### src/sv/tdg_pkg.sv
// ----------------------------------------------------------------------------
// tdg_pkg
// Shared widths, tile sizes, register indexes and stage payload types of the
// gemm tile descriptor generator.
// ----------------------------------------------------------------------------
package tdg_pkg;

   // tile sizes, powers of two between 4 and 4096
   localparam int TILE_M = 256;
   localparam int TILE_N = 256;
   localparam int TILE_K = 256;

   localparam int IDX_W  = 12;
   localparam int TOT_W  = 20;
   localparam int LD_W   = 20;
   localparam int MODE_W = 2;
   localparam int LEN_W  = 9;
   localparam int OFS_W  = 40;
   localparam int CNT_W  = 36;

   localparam int LEN_MAX = 2**LEN_W - 1;
   localparam logic [63:0] COUNT_MAX = (64'd1 << CNT_W) - 64'd1;

   // grid count widths: largest quotient plus one short tile
   localparam int CNT_M_W = $clog2((2**TOT_W - 1) / TILE_M + 2);
   localparam int CNT_N_W = $clog2((2**TOT_W - 1) / TILE_N + 2);
   localparam int CNT_K_W = $clog2((2**TOT_W - 1) / TILE_K + 2);
   localparam int CNT_MAXW = (CNT_M_W > CNT_N_W)
                             ? ((CNT_M_W > CNT_K_W) ? CNT_M_W : CNT_K_W)
                             : ((CNT_N_W > CNT_K_W) ? CNT_N_W : CNT_K_W);
   localparam int DIM_W = ((IDX_W > CNT_MAXW) ? IDX_W : CNT_MAXW) + 1;
   localparam int MN_W  = CNT_M_W + CNT_N_W;
   localparam int CNTP_W = MN_W + CNT_K_W;

   // element origin of a tile index along each dimension
   localparam int SCL_M_W = IDX_W + $clog2(TILE_M);
   localparam int SCL_N_W = IDX_W + $clog2(TILE_N);
   localparam int SCL_K_W = IDX_W + $clog2(TILE_K);
   localparam int SCL_W = (SCL_M_W > SCL_N_W)
                          ? ((SCL_M_W > SCL_K_W) ? SCL_M_W : SCL_K_W)
                          : ((SCL_N_W > SCL_K_W) ? SCL_N_W : SCL_K_W);
   localparam int PRD_W = SCL_W + LD_W;

   // op_mode bits
   localparam int MODE_A_TRANS = 0;
   localparam int MODE_B_TRANS = 1;

   localparam int CSR_IDX_W  = 3;
   localparam int CSR_DATA_W = 20;

   typedef enum logic [CSR_IDX_W-1:0] {
      CSR_OP_MODE = 3'd0,
      CSR_M_TOTAL = 3'd1,
      CSR_N_TOTAL = 3'd2,
      CSR_K_TOTAL = 3'd3,
      CSR_LD_A    = 3'd4,
      CSR_LD_B    = 3'd5,
      CSR_LD_C    = 3'd6
   } csr_index_type;

   typedef struct packed {
      logic en;
      logic vld_in;
   } stg_ctrl_type;

   typedef struct packed {
      logic               in_range;
      logic [LEN_W-1:0]   m_len;
      logic [LEN_W-1:0]   n_len;
      logic [LEN_W-1:0]   k_len;
      logic               first_k;
      logic               last_k;
      logic [CNT_M_W-1:0] gm;
      logic [CNT_N_W-1:0] gn;
      logic [CNT_K_W-1:0] gk;
      logic [SCL_W-1:0]   a_x;
      logic [SCL_W-1:0]   a_y;
      logic [SCL_W-1:0]   b_x;
      logic [SCL_W-1:0]   b_y;
      logic [SCL_W-1:0]   c_x;
      logic [SCL_W-1:0]   c_y;
   } s1_type;

   typedef struct packed {
      logic               in_range;
      logic [LEN_W-1:0]   m_len;
      logic [LEN_W-1:0]   n_len;
      logic [LEN_W-1:0]   k_len;
      logic               first_k;
      logic               last_k;
      logic [MN_W-1:0]    gmn;
      logic [CNT_K_W-1:0] gk;
      logic [PRD_W-1:0]   a_p;
      logic [PRD_W-1:0]   b_p;
      logic [PRD_W-1:0]   c_p;
      logic [SCL_W-1:0]   a_y;
      logic [SCL_W-1:0]   b_y;
      logic [SCL_W-1:0]   c_y;
   } s2_type;

   typedef struct packed {
      logic             in_range;
      logic [LEN_W-1:0] m_len;
      logic [LEN_W-1:0] n_len;
      logic [LEN_W-1:0] k_len;
      logic [OFS_W-1:0] a_offset;
      logic [OFS_W-1:0] b_offset;
      logic [OFS_W-1:0] c_offset;
      logic             first_k;
      logic             last_k;
      logic [CNT_W-1:0] tile_count;
   } s3_type;

   // length of tile idx: the last tile of the grid takes last, others tile, capped at LEN_MAX
   function automatic logic [LEN_W-1:0] dim_len(input logic [DIM_W-1:0] idx,
                                                 input logic [DIM_W-1:0] g,
                                                 input logic [TOT_W-1:0] last,
                                                 input logic [TOT_W-1:0] tile);
      logic [TOT_W-1:0] len;
      len = ((idx + DIM_W'(1)) == g) ? last : tile;
      if (len > TOT_W'(LEN_MAX)) begin
         return LEN_W'(LEN_MAX);
      end
      return LEN_W'(len);
   endfunction

endpackage

### src/sv/gemm_tile_descriptor_generator_top.sv
// ----------------------------------------------------------------------------
// gemm_tile_descriptor_generator_top
// Tile descriptor generator for a blocked matrix multiply.
// ----------------------------------------------------------------------------
// Takes one (m, n, k) tile index per cycle while req_stall is low and
// returns its range flag, lengths, A/B/C element origins, k flags and the
// grid's tile count. The path is three register stages (grid and operand
// select, 20x20 origin multiplies, origin adds and count saturation), and
// one item per cycle is sustained while rsp_stall is low. Each stage moves
// on when the next one is empty or moving, so a stall on the result side
// fills the bubbles first and reaches req_stall only when all three stages
// hold items. Configuration registers are to be written by the user only
// while no item is in flight; the block itself does not enforce this.
module gemm_tile_descriptor_generator_top (
   input  logic                             clock,
   input  logic                             reset,
   input  logic                             csr_wr_en,
   input  logic [tdg_pkg::CSR_IDX_W-1:0]    csr_idx,
   input  logic [tdg_pkg::CSR_DATA_W-1:0]   csr_wdata,
   input  logic                             req_valid,
   output logic                             req_stall,
   input  logic [tdg_pkg::IDX_W-1:0]        req_m_tile,
   input  logic [tdg_pkg::IDX_W-1:0]        req_n_tile,
   input  logic [tdg_pkg::IDX_W-1:0]        req_k_tile,
   output logic                             rsp_valid,
   input  logic                             rsp_stall,
   output logic                             rsp_in_range,
   output logic [tdg_pkg::LEN_W-1:0]        rsp_m_len,
   output logic [tdg_pkg::LEN_W-1:0]        rsp_n_len,
   output logic [tdg_pkg::LEN_W-1:0]        rsp_k_len,
   output logic [tdg_pkg::OFS_W-1:0]        rsp_a_offset,
   output logic [tdg_pkg::OFS_W-1:0]        rsp_b_offset,
   output logic [tdg_pkg::OFS_W-1:0]        rsp_c_offset,
   output logic                             rsp_first_k,
   output logic                             rsp_last_k,
   output logic [tdg_pkg::CNT_W-1:0]        rsp_tile_count
);

   logic [tdg_pkg::MODE_W-1:0] op_mode_ff;
   logic [tdg_pkg::TOT_W-1:0]  m_total_ff;
   logic [tdg_pkg::TOT_W-1:0]  n_total_ff;
   logic [tdg_pkg::TOT_W-1:0]  k_total_ff;
   logic [tdg_pkg::LD_W-1:0]   ld_a_ff;
   logic [tdg_pkg::LD_W-1:0]   ld_b_ff;
   logic [tdg_pkg::LD_W-1:0]   ld_c_ff;

   logic                  v1;
   logic                  v2;
   logic                  v3;
   logic                  ready1;
   logic                  ready2;
   logic                  ready3;
   tdg_pkg::stg_ctrl_type c1;
   tdg_pkg::stg_ctrl_type c2;
   tdg_pkg::stg_ctrl_type c3;
   tdg_pkg::s1_type       s1;
   tdg_pkg::s2_type       s2;
   tdg_pkg::s3_type       s3;

   always_ff @(posedge clock) begin
      if (reset) begin
         op_mode_ff <= '0;
         m_total_ff <= '0;
         n_total_ff <= '0;
         k_total_ff <= '0;
         ld_a_ff    <= tdg_pkg::LD_W'(1);
         ld_b_ff    <= tdg_pkg::LD_W'(1);
         ld_c_ff    <= tdg_pkg::LD_W'(1);
      end else if (csr_wr_en) begin
         case (tdg_pkg::csr_index_type'(csr_idx))
            tdg_pkg::CSR_OP_MODE: op_mode_ff <= csr_wdata[tdg_pkg::MODE_W-1:0];
            tdg_pkg::CSR_M_TOTAL: m_total_ff <= csr_wdata[tdg_pkg::TOT_W-1:0];
            tdg_pkg::CSR_N_TOTAL: n_total_ff <= csr_wdata[tdg_pkg::TOT_W-1:0];
            tdg_pkg::CSR_K_TOTAL: k_total_ff <= csr_wdata[tdg_pkg::TOT_W-1:0];
            tdg_pkg::CSR_LD_A:    ld_a_ff    <= csr_wdata[tdg_pkg::LD_W-1:0];
            tdg_pkg::CSR_LD_B:    ld_b_ff    <= csr_wdata[tdg_pkg::LD_W-1:0];
            tdg_pkg::CSR_LD_C:    ld_c_ff    <= csr_wdata[tdg_pkg::LD_W-1:0];
            default: begin
            end
         endcase
      end
   end

   // a stage loads when its successor is empty or draining
   always_comb begin
      ready3    = !v3 || !rsp_stall;
      ready2    = !v2 || ready3;
      ready1    = !v1 || ready2;
      c1.en     = ready1;
      c1.vld_in = req_valid;
      c2.en     = ready2;
      c2.vld_in = v1;
      c3.en     = ready3;
      c3.vld_in = v2;
   end

   assign req_stall = !ready1;

   tdg_front u_front (
      .clock   (clock),
      .reset   (reset),
      .ctrl    (c1),
      .m_tile  (req_m_tile),
      .n_tile  (req_n_tile),
      .k_tile  (req_k_tile),
      .op_mode (op_mode_ff),
      .m_total (m_total_ff),
      .n_total (n_total_ff),
      .k_total (k_total_ff),
      .valid   (v1),
      .stage   (s1)
   );

   tdg_mul u_mul (
      .clock (clock),
      .reset (reset),
      .ctrl  (c2),
      .s1    (s1),
      .ld_a  (ld_a_ff),
      .ld_b  (ld_b_ff),
      .ld_c  (ld_c_ff),
      .valid (v2),
      .stage (s2)
   );

   tdg_back u_back (
      .clock (clock),
      .reset (reset),
      .ctrl  (c3),
      .s2    (s2),
      .valid (v3),
      .stage (s3)
   );

   assign rsp_valid      = v3;
   assign rsp_in_range   = s3.in_range;
   assign rsp_m_len      = s3.m_len;
   assign rsp_n_len      = s3.n_len;
   assign rsp_k_len      = s3.k_len;
   assign rsp_a_offset   = s3.a_offset;
   assign rsp_b_offset   = s3.b_offset;
   assign rsp_c_offset   = s3.c_offset;
   assign rsp_first_k    = s3.first_k;
   assign rsp_last_k     = s3.last_k;
   assign rsp_tile_count = s3.tile_count;

endmodule

### src/sv/tdg_front.sv
// ----------------------------------------------------------------------------
// tdg_front
// First stage: grid counts, range check, tile lengths, k flags and the
// multiplier operands for the three block origins.
// ----------------------------------------------------------------------------
module tdg_front (
   input  logic                        clock,
   input  logic                        reset,
   input  tdg_pkg::stg_ctrl_type       ctrl,
   input  logic [tdg_pkg::IDX_W-1:0]   m_tile,
   input  logic [tdg_pkg::IDX_W-1:0]   n_tile,
   input  logic [tdg_pkg::IDX_W-1:0]   k_tile,
   input  logic [tdg_pkg::MODE_W-1:0]  op_mode,
   input  logic [tdg_pkg::TOT_W-1:0]   m_total,
   input  logic [tdg_pkg::TOT_W-1:0]   n_total,
   input  logic [tdg_pkg::TOT_W-1:0]   k_total,
   output logic                        valid,
   output tdg_pkg::s1_type             stage
);

   logic                        valid_ff;
   tdg_pkg::s1_type             stage_ff;
   tdg_pkg::s1_type             stage_in;

   logic [tdg_pkg::TOT_W-1:0]   m_rem;
   logic [tdg_pkg::TOT_W-1:0]   n_rem;
   logic [tdg_pkg::TOT_W-1:0]   k_rem;
   logic                        m_grow;
   logic                        n_grow;
   logic                        k_grow;
   logic [tdg_pkg::TOT_W-1:0]   m_last;
   logic [tdg_pkg::TOT_W-1:0]   n_last;
   logic [tdg_pkg::TOT_W-1:0]   k_last;
   logic [tdg_pkg::CNT_M_W-1:0] gm;
   logic [tdg_pkg::CNT_N_W-1:0] gn;
   logic [tdg_pkg::CNT_K_W-1:0] gk;
   logic                        ok;
   logic [tdg_pkg::SCL_W-1:0]   mo;
   logic [tdg_pkg::SCL_W-1:0]   no;
   logic [tdg_pkg::SCL_W-1:0]   ko;

   always_comb begin
      // a remainder above a quarter tile becomes a short last tile
      m_rem  = tdg_pkg::TOT_W'(m_total % tdg_pkg::TILE_M);
      n_rem  = tdg_pkg::TOT_W'(n_total % tdg_pkg::TILE_N);
      k_rem  = tdg_pkg::TOT_W'(k_total % tdg_pkg::TILE_K);
      m_grow = m_rem > tdg_pkg::TOT_W'(tdg_pkg::TILE_M / 4);
      n_grow = n_rem > tdg_pkg::TOT_W'(tdg_pkg::TILE_N / 4);
      k_grow = k_rem > tdg_pkg::TOT_W'(tdg_pkg::TILE_K / 4);
      gm = tdg_pkg::CNT_M_W'(m_total / tdg_pkg::TILE_M) + tdg_pkg::CNT_M_W'(m_grow);
      gn = tdg_pkg::CNT_N_W'(n_total / tdg_pkg::TILE_N) + tdg_pkg::CNT_N_W'(n_grow);
      gk = tdg_pkg::CNT_K_W'(k_total / tdg_pkg::TILE_K) + tdg_pkg::CNT_K_W'(k_grow);
      m_last = m_grow ? m_rem : m_rem + tdg_pkg::TOT_W'(tdg_pkg::TILE_M);
      n_last = n_grow ? n_rem : n_rem + tdg_pkg::TOT_W'(tdg_pkg::TILE_N);
      k_last = k_grow ? k_rem : k_rem + tdg_pkg::TOT_W'(tdg_pkg::TILE_K);

      ok = (tdg_pkg::DIM_W'(m_tile) < tdg_pkg::DIM_W'(gm)) &&
           (tdg_pkg::DIM_W'(n_tile) < tdg_pkg::DIM_W'(gn)) &&
           (tdg_pkg::DIM_W'(k_tile) < tdg_pkg::DIM_W'(gk));

      mo = tdg_pkg::SCL_W'(tdg_pkg::SCL_W'(m_tile) * tdg_pkg::TILE_M);
      no = tdg_pkg::SCL_W'(tdg_pkg::SCL_W'(n_tile) * tdg_pkg::TILE_N);
      ko = tdg_pkg::SCL_W'(tdg_pkg::SCL_W'(k_tile) * tdg_pkg::TILE_K);

      stage_in = '0;
      stage_in.gm = gm;
      stage_in.gn = gn;
      stage_in.gk = gk;
      // out of range: everything but the count stays zero
      if (ok) begin
         stage_in.in_range = 1'b1;
         stage_in.m_len = tdg_pkg::dim_len(tdg_pkg::DIM_W'(m_tile), tdg_pkg::DIM_W'(gm),
                                           m_last, tdg_pkg::TOT_W'(tdg_pkg::TILE_M));
         stage_in.n_len = tdg_pkg::dim_len(tdg_pkg::DIM_W'(n_tile), tdg_pkg::DIM_W'(gn),
                                           n_last, tdg_pkg::TOT_W'(tdg_pkg::TILE_N));
         stage_in.k_len = tdg_pkg::dim_len(tdg_pkg::DIM_W'(k_tile), tdg_pkg::DIM_W'(gk),
                                           k_last, tdg_pkg::TOT_W'(tdg_pkg::TILE_K));
         stage_in.first_k = (k_tile == '0);
         stage_in.last_k  = ((tdg_pkg::DIM_W'(k_tile) + tdg_pkg::DIM_W'(1))
                             == tdg_pkg::DIM_W'(gk));
         // x operand is scaled by the leading dimension, y is added
         if (op_mode[tdg_pkg::MODE_A_TRANS]) begin
            stage_in.a_x = mo;
            stage_in.a_y = ko;
         end else begin
            stage_in.a_x = ko;
            stage_in.a_y = mo;
         end
         if (op_mode[tdg_pkg::MODE_B_TRANS]) begin
            stage_in.b_x = ko;
            stage_in.b_y = no;
         end else begin
            stage_in.b_x = no;
            stage_in.b_y = ko;
         end
         stage_in.c_x = no;
         stage_in.c_y = mo;
      end
   end

   always_ff @(posedge clock) begin
      if (reset) begin
         valid_ff <= 1'b0;
      end else if (ctrl.en) begin
         valid_ff <= ctrl.vld_in;
      end
   end

   always_ff @(posedge clock) begin
      if (ctrl.en && ctrl.vld_in) begin
         stage_ff <= stage_in;
      end
   end

   assign valid = valid_ff;
   assign stage = stage_ff;

endmodule

### src/sv/tdg_mul.sv
// ----------------------------------------------------------------------------
// tdg_mul
// Second stage: leading-dimension products of the three origins and the
// first product of the grid counts.
// ----------------------------------------------------------------------------
module tdg_mul (
   input  logic                      clock,
   input  logic                      reset,
   input  tdg_pkg::stg_ctrl_type     ctrl,
   input  tdg_pkg::s1_type           s1,
   input  logic [tdg_pkg::LD_W-1:0]  ld_a,
   input  logic [tdg_pkg::LD_W-1:0]  ld_b,
   input  logic [tdg_pkg::LD_W-1:0]  ld_c,
   output logic                      valid,
   output tdg_pkg::s2_type           stage
);

   logic            valid_ff;
   tdg_pkg::s2_type stage_ff;
   tdg_pkg::s2_type stage_in;

   always_comb begin
      stage_in          = '0;
      stage_in.in_range = s1.in_range;
      stage_in.m_len    = s1.m_len;
      stage_in.n_len    = s1.n_len;
      stage_in.k_len    = s1.k_len;
      stage_in.first_k  = s1.first_k;
      stage_in.last_k   = s1.last_k;
      stage_in.gk       = s1.gk;
      stage_in.gmn      = tdg_pkg::MN_W'(s1.gm) * tdg_pkg::MN_W'(s1.gn);
      stage_in.a_p      = tdg_pkg::PRD_W'(s1.a_x) * tdg_pkg::PRD_W'(ld_a);
      stage_in.b_p      = tdg_pkg::PRD_W'(s1.b_x) * tdg_pkg::PRD_W'(ld_b);
      stage_in.c_p      = tdg_pkg::PRD_W'(s1.c_x) * tdg_pkg::PRD_W'(ld_c);
      stage_in.a_y      = s1.a_y;
      stage_in.b_y      = s1.b_y;
      stage_in.c_y      = s1.c_y;
   end

   always_ff @(posedge clock) begin
      if (reset) begin
         valid_ff <= 1'b0;
      end else if (ctrl.en) begin
         valid_ff <= ctrl.vld_in;
      end
   end

   always_ff @(posedge clock) begin
      if (ctrl.en && ctrl.vld_in) begin
         stage_ff <= stage_in;
      end
   end

   assign valid = valid_ff;
   assign stage = stage_ff;

endmodule

### src/sv/tdg_back.sv
// ----------------------------------------------------------------------------
// tdg_back
// Third stage: origin sums modulo the address width and the saturated tile
// count; this register is the result port.
// ----------------------------------------------------------------------------
module tdg_back (
   input  logic                  clock,
   input  logic                  reset,
   input  tdg_pkg::stg_ctrl_type ctrl,
   input  tdg_pkg::s2_type       s2,
   output logic                  valid,
   output tdg_pkg::s3_type       stage
);

   logic                       valid_ff;
   tdg_pkg::s3_type            stage_ff;
   tdg_pkg::s3_type            stage_in;
   logic [tdg_pkg::CNTP_W-1:0] count;

   always_comb begin
      count             = tdg_pkg::CNTP_W'(s2.gmn) * tdg_pkg::CNTP_W'(s2.gk);
      stage_in          = '0;
      stage_in.in_range = s2.in_range;
      stage_in.m_len    = s2.m_len;
      stage_in.n_len    = s2.n_len;
      stage_in.k_len    = s2.k_len;
      stage_in.first_k  = s2.first_k;
      stage_in.last_k   = s2.last_k;
      // offsets wrap like address arithmetic
      stage_in.a_offset = tdg_pkg::OFS_W'(s2.a_p) + tdg_pkg::OFS_W'(s2.a_y);
      stage_in.b_offset = tdg_pkg::OFS_W'(s2.b_p) + tdg_pkg::OFS_W'(s2.b_y);
      stage_in.c_offset = tdg_pkg::OFS_W'(s2.c_p) + tdg_pkg::OFS_W'(s2.c_y);
      if (64'(count) > tdg_pkg::COUNT_MAX) begin
         stage_in.tile_count = tdg_pkg::CNT_W'(tdg_pkg::COUNT_MAX);
      end else begin
         stage_in.tile_count = tdg_pkg::CNT_W'(count);
      end
   end

   always_ff @(posedge clock) begin
      if (reset) begin
         valid_ff <= 1'b0;
      end else if (ctrl.en) begin
         valid_ff <= ctrl.vld_in;
      end
   end

   always_ff @(posedge clock) begin
      if (ctrl.en && ctrl.vld_in) begin
         stage_ff <= stage_in;
      end
   end

   assign valid = valid_ff;
   assign stage = stage_ff;

endmodule

### config.mk
export PLATFORM = sky130hd
export DESIGN_NAME = gemm_tile_descriptor_generator_top
export DESIGN_NICKNAME = d
export VERILOG_FILES = /design/src/sv/tdg_pkg.sv /design/src/sv/gemm_tile_descriptor_generator_top.sv /design/src/sv/tdg_front.sv /design/src/sv/tdg_mul.sv /design/src/sv/tdg_back.sv
export SDC_FILE = /design/constraint.sdc
export NUM_CORES = 2
export LEC_CHECK = 0
export BUFFER_PORTS_ARGS = -buffer_cell sky130_fd_sc_hd__buf_2
export CORE_AREA = 2 2 473 475
export CTS_CLUSTER_SIZE = 8
export DETAILED_ROUTE_END_ITERATION = 16
export DIE_AREA = 0 0 475 477
export GPL_ROUTABILITY_DRIVEN = 0
export PLACE_DENSITY = 0.54
export SYNTH_ARGS = -nofsm -noshare
export SYNTH_HDL_FRONTEND = slang
export SYNTH_HIERARCHICAL = 1
export SYNTH_SLANG_ARGS = --single-unit
### constraint.sdc
create_clock -name clock -period 10.8 [get_ports clock]
set_input_delay 0.54 -clock clock [delete_from_list [all_inputs] [get_ports clock]]
set_output_delay 0.54 -clock clock [all_outputs]
set_load 0.005 [all_outputs]
==> impl_metrics.json <==
{
  "initial_core_util": 0.397,
  "core-area_sq_um": 221000,
  "ant_nets": 0,
  "detailed_place_hpwl_mm": 184,
  "p_leak_nw": 45.7,
  "cts_root_buf": "clkbuf_16",
  "fin_cells": 11935,
  "syn_to_final_growth_pct": 7.49,
  "yosys-top-cells-count": "1,635 x inv_1, 1,348 x fa_1, 1,012 x nand2_1, 928 x and2_1, 711 x ha_1",
  "nFillCells": 21504,
  "max_slew.worst_pin.slew_ns": 1.25,
  "grt.total_usage": 0.216,
  "die_area_sq_um": 227000,
  "dp.cells": 11738,
  "routed_wl_mm": 241,
  "cts_max_level": 3,
  "synthCells": 8890,
  "overflow": 0,
  "rows": 173,
  "synth.most_common_cell": "inv_1",
  "clk_pin_slew_ns": 0.05,
  "cts_tree": "yes",
  "grt_pass1_vias": 64951,
  "crit_type": "flip-flop to flip-flop",
  "ys_ff_latch": 701,
  "ios": 252,
  "netlist.area_leader.share": 0.307,
  "maxSlewViolCount": 0,
  "drtPass1Iterations": 6,
  "cp-end-kind": "flip-flop",
  "min_from": "csr_wdata[0]",
  "slew_headroom": 0.148,
  "antenna_found_initial": 36,
  "cts_buffer_depth": 3,
  "tns_ns": 0,
  "syn_area_per_cell_sq_um": 9.90,
  "drtIter0Drc": 3723,
  "yosysWarnings": 6,
  "fin_nets": 10991,
  "slowest_delay_ns": 1.09,
  "ys_seq_area_frac": 0.225,
  "postCtsHoldBufs": 0,
  "fmax_mhz": 126,
  "wl_per_cell_um": 20.2,
  "die_x_um": 475,
  "port_buffers": 251,
  "synthFlopType": "edfxtp_1",
  "crit_path_start": "u_front/stage[73]",
  "start_kind": "flip-flop",
  "vdd_drop_max_mv": 0.590,
  "status": "completed",
  "yosysTopAreaCell": "fa_1",
  "cap_violations": 0,
  "cts_resized": 0,
  "synthDistinctLibCells": 117,
  "drive_gt1_frac": 0.0572,
  "ff_latch_area_sq_um": 19800,
  "grt_pass1_wl_mm": 379,
  "viasPerCell": 5.05,
  "crit-reg2reg-launch": "u_front/stage[73]",
  "final_core_util": 0.427,
  "critPathSlowestCell": "a2111oi_0",
  "grt_setup_unrepaired": "no",
  "finalCritPeriodShare": 0.732,
  "power_density_nw_per_um2": 192,
  "crit_fanout": 20,
  "grt_max_degree": 85,
  "cts.sinks": 701,
  "async_reset_ff_frac": 0,
  "crit_chain": "and2_1 > fa_1 > inv_1 > fa_1 > inv_1 > fa_1 > inv_1 > fa_1 > fa_1 > fa_1 > fa_1 > inv_1 > ha_1 > a21oi_1 > o211ai_1 > a221oi_1 > o32ai_1 > a2111oi_0 > nor4_1 > o21ai_0 > nor3b_1",
  "rrSetupSlack_ns": 2.89,
  "crit_required_ns": 11.38,
  "syn_area_sq_um": 88000,
  "fin_crit_ns": 7.91,
  "worstSkewPairLatency_ns": 0.78,
  "skew_ns": 0.0348,
  "synth_edf_count": 576,
  "cts_setup_buffers": 0,
  "cts_buffers": 103,
  "setup_violations": 0,
  "synthTopCellsByArea": "fa_1 31%, edfxtp_1 20%, ha_1 10%",
  "die_y_um": 477,
  "hold_path.class": "input port to flip-flop",
  "cp.arrival_ns": 8.49,
  "crit_top_cell": "fa_1",
  "hold_violations": 0,
  "drc_errors": 0,
  "multi_input_area_sq_um": 60100,
  "vias": 60253
}
-- path summary, 6_finish.rpt --
path / cells after the start / end
setup / recovery: 21 / u_mul/stage[139]
hold / removal: 3 / ld_c_ff[0]
setup reg to reg: 21 / u_mul/stage[139]
hold reg to reg: 0 / u_mul/stage[189]
-- per-layer routing --
metal	GRT usage	share of wire	wire, um
met5	0	0.00027	65
met4	0.0910	0.041	9940
met3	0.0271	0.048	11600
met2	0.356	0.48	115000
met1	0.285	0.43	105000
-- cell families (layout without fill, tap and decap cells) --
family,after synthesis,in the layout,share of synthesized area
AOI/OAI and AO/OA,720,720,0.0542
buffers and inverters,2121,2125,0.0946
DFF,701,701,0.225
other,1,67,0.0000426
and+or+nand+nor,2769,2769,0.164
muxes,181,181,0.0206
xor gates and xnor gates,338,338,0.0341
adders and majority gates,2059,2059,0.408
-- flip-flops by register name, summed over array words and instances, names as in the netlist --
register	flops
u_mul/stage	249
u_back/stage	186
u_front/stage	141
k_total_ff	20
ld_a_ff	20
ld_b_ff	20
ld_c_ff	20
m_total_ff	20
n_total_ff	20
op_mode_ff	2
u_back/valid	1
u_front/valid	1
u_mul/valid	1
-- critical path: cells and delay by family, from the launching register on --
family                     cells  cell delay (ns)
DFF                            1             0.71
AOI/OAI and AO/OA              6             2.14
and+or+nand+nor                3             0.79
buffers and inverters          4             0.21
adders and majority gates      8             3.88
-- per-stage QoR --
stage	worst slack, ns	area, sq um	hold WS, ns	power [mW]
2_1_floorplan	3.88	88200	0.400	12.4
3_3_place_gp	3.19	91500	0.401	14.9
3_5_place_dp	3.05	91500	0.405	15.0
4_1_cts	3.05	94600	0.100	18.2
5_1_grt	2.60	94600	0.115	20.0
6_report	2.89	94600	0.159	18.2
-- final cells by class --
| type | count | share of cell area |
|---|---|---|
| multi-input combinational | 6115 | 0.635 |
| tap | 2975 | 0.0393 |
| antenna | 19 | 0.000503 |
| sequential | 701 | 0.209 |
| clock buffer | 163 | 0.0303 |
| clock inverter | 15 | 0.00243 |
| inverter | 1637 | 0.0650 |
| timing repair buffer | 310 | 0.0180 |
-- cells in the final DEF, fill, tap and decap left out, types with 28 or more instances in the layout --
cell type	n
o21a_1	30
clkbuf_16	104
nand4_1	63
dfxtp_1	125
nand2b_1	166
ha_1	711
a21oi_1	222
o21ai_0	108
nor2b_1	28
mux2i_1	181
fa_1	1348
nand2_1	1012
and2_1	925
buf_4	60
o21bai_1	31
inv_1	1635
nor2_1	203
buf_2	250
edfxtp_1	576
nor3_1	56
o211ai_1	28
clkbuf_1	55
xnor2_1	221
conb_1	48
and3_1	42
xor2_1	114
a21o_1	122
nand3_1	119
nor4_1	28
-- report_power, final --
part	total, mW	switching, mW	internal [mW]
Sequential	3.64	0.254	3.38
Clock	3.14	1.29	1.85
Combinational	11.4	6.90	4.48
Note: power is estimated with default switching activity, not from simulation.
